===== config.mk =====
export PLATFORM = sky130hd
export DESIGN_NAME = lca_ctrl
export DESIGN_NICKNAME = d
export VERILOG_FILES = /design/src/hdl/lca_pkg.sv /design/src/hdl/lca_ctrl.sv
export SDC_FILE = /design/constraint.sdc
export NUM_CORES = 1
export LEC_CHECK = 0
export BUFFER_PORTS_ARGS = -buffer_cell sky130_fd_sc_hd__buf_2
export CAP_MARGIN = 20
export CORE_MARGIN = 5
export CORE_UTILIZATION = 30
export DETAILED_ROUTE_END_ITERATION = 16
export GPL_TIMING_DRIVEN = 0
export PLACE_DENSITY = 0.6
export SYNTH_ARGS = -nofsm -noshare
export SYNTH_HDL_FRONTEND = slang
export SYNTH_SLANG_ARGS = --single-unit

===== constraint.sdc =====
create_clock -name clk -period 4.07 [get_ports clk]
set_clock_uncertainty 0.15 [all_clocks]
set_input_delay 0.2035 -clock clk [delete_from_list [all_inputs] [get_ports clk]]
set_output_delay 0.2035 -clock clk [all_outputs]
set_load 0.01 [all_outputs]

===== src/hdl/lca_pkg.sv =====
package lca_pkg;

	localparam int NODE_W = 11;
	localparam int CMD_W  = 2;
	localparam int STAT_W = 2;

	localparam logic [CMD_W-1:0] CMD_SET   = 2'd0;
	localparam logic [CMD_W-1:0] CMD_BUILD = 2'd1;
	localparam logic [CMD_W-1:0] CMD_QUERY = 2'd2;
	localparam logic [CMD_W-1:0] CMD_NOP   = 2'd3;

	localparam logic [STAT_W-1:0] STAT_OK      = 2'd0;
	localparam logic [STAT_W-1:0] STAT_RANGE   = 2'd1;
	localparam logic [STAT_W-1:0] STAT_UNBUILT = 2'd2;

	typedef struct packed {
		logic [CMD_W-1:0]  cmd;
		logic [NODE_W-1:0] node;
		logic [NODE_W-1:0] parent_node;
		logic [NODE_W-1:0] other_node;
	} req_item_t;

	typedef struct packed {
		logic [NODE_W-1:0] ancestor;
		logic [STAT_W-1:0] status;
	} rsp_item_t;

	typedef enum logic [4:0] {
		S_IDLE,
		S_CLIP_RD,
		S_CLIP_WR,
		S_LVL_RD1,
		S_LVL_RD2,
		S_LVL_WR,
		S_DEP_INIT,
		S_DEP_RD,
		S_DEP_STEP,
		S_DEP_WR,
		S_Q_SWAP,
		S_UP_RD,
		S_UP_STEP,
		S_CHK,
		S_JL_RD,
		S_JL_STEP,
		S_PAR_RD,
		S_PAR_GET,
		S_FINISH
	} state_t;

	typedef enum logic [4:0] {
		OP_NONE,
		OP_SET,
		OP_BUILD,
		OP_QUERY,
		OP_CLIP_RD,
		OP_CLIP_WR,
		OP_LVL_RD1,
		OP_LVL_RD2,
		OP_LVL_WR,
		OP_DEP_INIT,
		OP_DEP_RD,
		OP_DEP_STEP,
		OP_DEP_WR,
		OP_Q_SWAP,
		OP_UP_RD,
		OP_UP_STEP,
		OP_CHK,
		OP_JL_RD,
		OP_JL_STEP,
		OP_PAR_RD,
		OP_PAR_GET,
		OP_FINISH
	} dp_op_t;

	typedef struct packed {
		logic i_last;
		logic lvl_zero;
		logic lvl_last;
		logic single_level;
		logic n_zero;
		logic same;
		logic q_err;
		logic out_free;
	} dp_status_t;

endpackage


===== src/hdl/lca_ctrl.sv =====
module lca_ctrl (
	input  logic                       clk,
	input  logic                       arst_n,
	input  logic                       req_valid,
	input  logic [lca_pkg::CMD_W-1:0]  req_cmd,
	input  lca_pkg::dp_status_t        st,
	output logic                       req_stall,
	output lca_pkg::dp_op_t            op
);

	lca_pkg::state_t state_q, state_d;

	always_ff @(posedge clk or negedge arst_n) begin
		if (!arst_n) begin
			state_q <= lca_pkg::S_IDLE;
		end else begin
			state_q <= state_d;
		end
	end

	always_comb begin
		state_d   = state_q;
		op        = lca_pkg::OP_NONE;
		req_stall = 1'b1;
		unique case (state_q)
			lca_pkg::S_IDLE: begin
				req_stall = 1'b0;
				if (req_valid) begin
					case (req_cmd)
						lca_pkg::CMD_SET: begin
							op = lca_pkg::OP_SET;
						end
						lca_pkg::CMD_BUILD: begin
							op      = lca_pkg::OP_BUILD;
							state_d = lca_pkg::S_CLIP_RD;
						end
						lca_pkg::CMD_QUERY: begin
							op      = lca_pkg::OP_QUERY;
							state_d = st.q_err ? lca_pkg::S_FINISH : lca_pkg::S_Q_SWAP;
						end
						default: ;
					endcase
				end
			end
			lca_pkg::S_CLIP_RD: begin
				op      = lca_pkg::OP_CLIP_RD;
				state_d = lca_pkg::S_CLIP_WR;
			end
			lca_pkg::S_CLIP_WR: begin
				op = lca_pkg::OP_CLIP_WR;
				if (!st.i_last) begin
					state_d = lca_pkg::S_CLIP_RD;
				end else if (st.single_level) begin
					state_d = lca_pkg::S_DEP_INIT;
				end else begin
					state_d = lca_pkg::S_LVL_RD1;
				end
			end
			lca_pkg::S_LVL_RD1: begin
				op      = lca_pkg::OP_LVL_RD1;
				state_d = lca_pkg::S_LVL_RD2;
			end
			lca_pkg::S_LVL_RD2: begin
				op      = lca_pkg::OP_LVL_RD2;
				state_d = lca_pkg::S_LVL_WR;
			end
			lca_pkg::S_LVL_WR: begin
				op      = lca_pkg::OP_LVL_WR;
				state_d = (st.i_last && st.lvl_last) ? lca_pkg::S_DEP_INIT
					: lca_pkg::S_LVL_RD1;
			end
			lca_pkg::S_DEP_INIT: begin
				op      = lca_pkg::OP_DEP_INIT;
				state_d = st.n_zero ? lca_pkg::S_IDLE : lca_pkg::S_DEP_RD;
			end
			lca_pkg::S_DEP_RD: begin
				op      = lca_pkg::OP_DEP_RD;
				state_d = lca_pkg::S_DEP_STEP;
			end
			lca_pkg::S_DEP_STEP: begin
				op      = lca_pkg::OP_DEP_STEP;
				state_d = st.lvl_zero ? lca_pkg::S_DEP_WR : lca_pkg::S_DEP_RD;
			end
			lca_pkg::S_DEP_WR: begin
				op      = lca_pkg::OP_DEP_WR;
				state_d = st.i_last ? lca_pkg::S_IDLE : lca_pkg::S_DEP_RD;
			end
			lca_pkg::S_Q_SWAP: begin
				op      = lca_pkg::OP_Q_SWAP;
				state_d = lca_pkg::S_UP_RD;
			end
			lca_pkg::S_UP_RD: begin
				op      = lca_pkg::OP_UP_RD;
				state_d = lca_pkg::S_UP_STEP;
			end
			lca_pkg::S_UP_STEP: begin
				op      = lca_pkg::OP_UP_STEP;
				state_d = st.lvl_zero ? lca_pkg::S_CHK : lca_pkg::S_UP_RD;
			end
			lca_pkg::S_CHK: begin
				op      = lca_pkg::OP_CHK;
				state_d = st.same ? lca_pkg::S_FINISH : lca_pkg::S_JL_RD;
			end
			lca_pkg::S_JL_RD: begin
				op      = lca_pkg::OP_JL_RD;
				state_d = lca_pkg::S_JL_STEP;
			end
			lca_pkg::S_JL_STEP: begin
				op      = lca_pkg::OP_JL_STEP;
				state_d = st.lvl_zero ? lca_pkg::S_PAR_RD : lca_pkg::S_JL_RD;
			end
			lca_pkg::S_PAR_RD: begin
				op      = lca_pkg::OP_PAR_RD;
				state_d = lca_pkg::S_PAR_GET;
			end
			lca_pkg::S_PAR_GET: begin
				op      = lca_pkg::OP_PAR_GET;
				state_d = lca_pkg::S_FINISH;
			end
			lca_pkg::S_FINISH: begin
				op = lca_pkg::OP_FINISH;
				if (st.out_free) begin
					state_d = lca_pkg::S_IDLE;
				end
			end
			default: begin
				state_d = lca_pkg::S_IDLE;
			end
		endcase
	end

endmodule


==> flow_metrics.py <==
metrics = {
    "run_status": {
        "status": "completed",
    },
    "logic_synthesis": {
        "postSynthCellCount": 104,
        "synth_enable_flop_cells": 0,
        "ys_async_sr_fraction_pct": 100,
        "synth_top_area_cells": "dfrtp_1, nor2b_1, o21ai_0, nand2_1, buf_2",
        "post_synthesis_net_count": 119,
        "synth_top_area_cell": "dfrtp_1",
        "synth_top_flop_cell": "dfrtp_1",
        "yosys.cell_types.count": 41,
        "synthesis.area_um2": 753,
        "ys_seq_area_share_pct": 16.6,
        "syn_area_per_cell_um2": 7.24,
        "ys_seq_elements": 5,
        "yosys_warning_count": 0,
        "synth_top_area_share_pct": 16.6,
    },
    "sta": {
        "max_slew.worst_pin.slew_ps": 449,
        "finalHoldWorstSlack_ps": 139,
        "min_period_ps": 2170,
        "grt_setup_unrepaired": "no",
        "max_freq_ghz": 0.461,
        "timing.max_slew.rel_slack_pct": 70.1,
        "timing.final.crit_share_pct": 53.2,
        "worst_slack_ps": 1900,
        "fin_tns_setup_ps": 0,
        "report.final.hold_viol_count": 0,
        "setup-violations-final": 0,
        "final_max_slew_viol_count": 0,
    },
    "floorplan": {
        "floorplan.io_pins": 19,
        "start_util_pct": 31.0,
        "fp.coreArea_um2": 2430,
        "die-height_um": 60.1,
        "std_cell_rows": 18,
        "die_area_um2": 3610,
        "die_w_um": 60.1,
    },
    "pwr": {
        "ir_drop_mv": 0.349,
        "design_power_total_mw": 0.639,
        "leakage_nw": 0.410,
        "power.density_nw_per_um2": 696,
    },
    "cts": {
        "cts_root_buffer": "clkbuf_4",
        "worst_setup_hold_path_clk_slew_ps": 40,
        "post-cts-setup-buffer-count": 0,
        "cts_htree_levels": 1,
        "cts_tree": "done",
        "cts-root-to-sink-buffers": 2,
        "ctsResizeCount": 0,
        "cts_inserted_buffers": 3,
        "cts_sinks": 5,
        "clkLatencyLatePin_ps": 240,
    },
    "layout": {
        "top_regs": "state_q (5)",
        "design_area_um2": 917,
        "largest_register_ffs": 5,
        "drive_above_1_share_pct": 26.8,
        "largest-register": "state_q",
        "layout.nets": 143,
        "antennaDiodeCount": 0,
        "synthToLayoutAreaGrowth_pct": 21.8,
    },
    "global_routing": {
        "grt_antenna_before_repair": 0,
        "grt_first_pass_wirelength_mm": 3.61,
        "gr-total-overflow": 0,
        "maximum_number_of_pins_on_one_net_before_global_route_repair": 11,
        "track_usage_pct": 13.1,
        "grt_pass1_vias": 777,
    },
    "setup_path": {
        "worst_r2r_startpoint": "state_q[0]$_DFFE_PN0P_",
        "timing.critical_path.from": "state_q[2]$_DFFE_PN0P_",
        "timing.critical_path.fanout_max": 10,
        "cp.required_ps": 3720,
        "critPathLaunchType": "flop",
        "critPathKind": "reg -> out",
        "worst_setup_path_end_kind": "output pin",
        "critPathArrivalTime_ps": 1810,
    },
    "flow_run": {
        "max_cap_viol_count": 0,
    },
    "placed_design": {
        "routabilityCongestion": 0.937,
        "detailedPlace.worstSlack_ps": 2170,
        "io_buffer_count": 18,
        "place.detailed.hpwl_mm": 1.67,
        "placed_cell_area_um2": 881,
    },
    "routing": {
        "drt_iter0_markers": 50,
        "final_antenna_net_count": 0,
        "drc_errors": 0,
        "detail_route.vias_per_cell": 5.48,
        "detail_route.wl_per_cell_um": 13.8,
        "dr_total_vias": 861,
        "detail_route.wirelength_mm": 2.17,
        "dr.pass1.iters": 4,
    },
    "min_path": {
        "holdCritPathClass": "in -> reg",
        "hold_start": "st[0]",
    },
}
## report_power, final
part	total, mW	internal, mW	leakage, nW	switching, mW
Clock	0.0565	0.0370	0.0150	0.0195
Sequential	0.0793	0.0690	0.0658	0.0103
Combinational	0.503	0.205	0.329	0.298
## logic make-up after synthesis
group                      Yosys count  synth area share [%]
buffers and inverters               16                  9.97
muxes                                1                  1.49
DFF                                  5                  16.6
and+or+nand+nor                     45                  35.5
xor gates and xnor gates             1                  1.16
AOI/OAI and AO/OA                   34                  31.9
adders and majority gates            2                  3.32
## layout make-up
class / count / area, um2
repair buffers: 19 / 100
fillers: 269 / 1520
multi-input cells: 83 / 553
flip-flops and latches: 5 / 125
inverters: 6 / 22.5
plain buffers: 10 / 52.6
clock buffers: 4 / 26.3
well taps: 30 / 37.5
## metrics by stage
stage	utilization (%)	cells
floorplan	-	104
global route	37.7	157
global placement	36.2	152
detailed placement	36.2	152
finish	37.7	157
CTS	37.7	157
## path summary, 6_finish.rpt
check	depth (start not counted)	end	slack, ps
max reg2reg	5	state_q[2]$_DFFE_PN0P_	2250
max	6	op[1]	1900
min reg2reg	3	state_q[4]$_DFFE_PN0P_	630
min	3	state_q[4]$_DFFE_PN0P_	140
max in group asynchronous	2	state_q[1]$_DFFE_PN0P_	3490
min in group asynchronous	2	state_q[0]$_DFFE_PN0P_	150
## timing repair
action                                 CTS  global route
endpoints found under the hold margin    5             0
setup endpoints to repair                0             0
hold buffers                             1             0
## cells in the mapped netlist, types with 2 or more instances
master and instances:
o22a_1 2, a21oi_1 2, ha_1 2, o21ai_0 10, nor3_1 2, o32ai_1 2, nand2_1 9, nand2b_1 2
o31ai_1 3, nor2b_1 9, inv_1 6, nand4b_1 2, o21a_1 2, a21o_1 2, buf_2 6, dfrtp_1 5
nor2_1 7, a32oi_1 2, clkbuf_1 3, nand3_1 5
## critical path, stage by stage (launching register included)
cell and delay (ps):
dfrtp_1 340, buf_2 180, or4_4 510, nor2_4 130
nand2_1 80, o221ai_1 160, buf_2 160
## cell usage in the layout, fill, tap and decap left out, types with 2 or more instances in the layout
cell type	count
buf_2	24
o21ai_0	10
nor2b_1	9
nand2_1	9
nor2_1	7
inv_1	6
nand3_1	5
dfrtp_1	5
clkbuf_1	4
o31ai_1	3
clkbuf_4	3
o22a_1	2
nand2b_1	2
a21o_1	2
a32oi_1	2
o32ai_1	2
o21a_1	2
a21oi_1	2
nor3_1	2
nand4b_1	2
ha_1	2
## metal layers
metal	part of all wire (%)	wire, um	up-vias	track usage, %
met5	0	0	-	0
met4	2.4	53	0	6.01
met3	4.3	94	8	0.648
met2	47	1020	33	20.4
met1	46	1010	389	18.5
li1	-	-	431	-
Note: power is estimated with default switching activity, not from simulation.
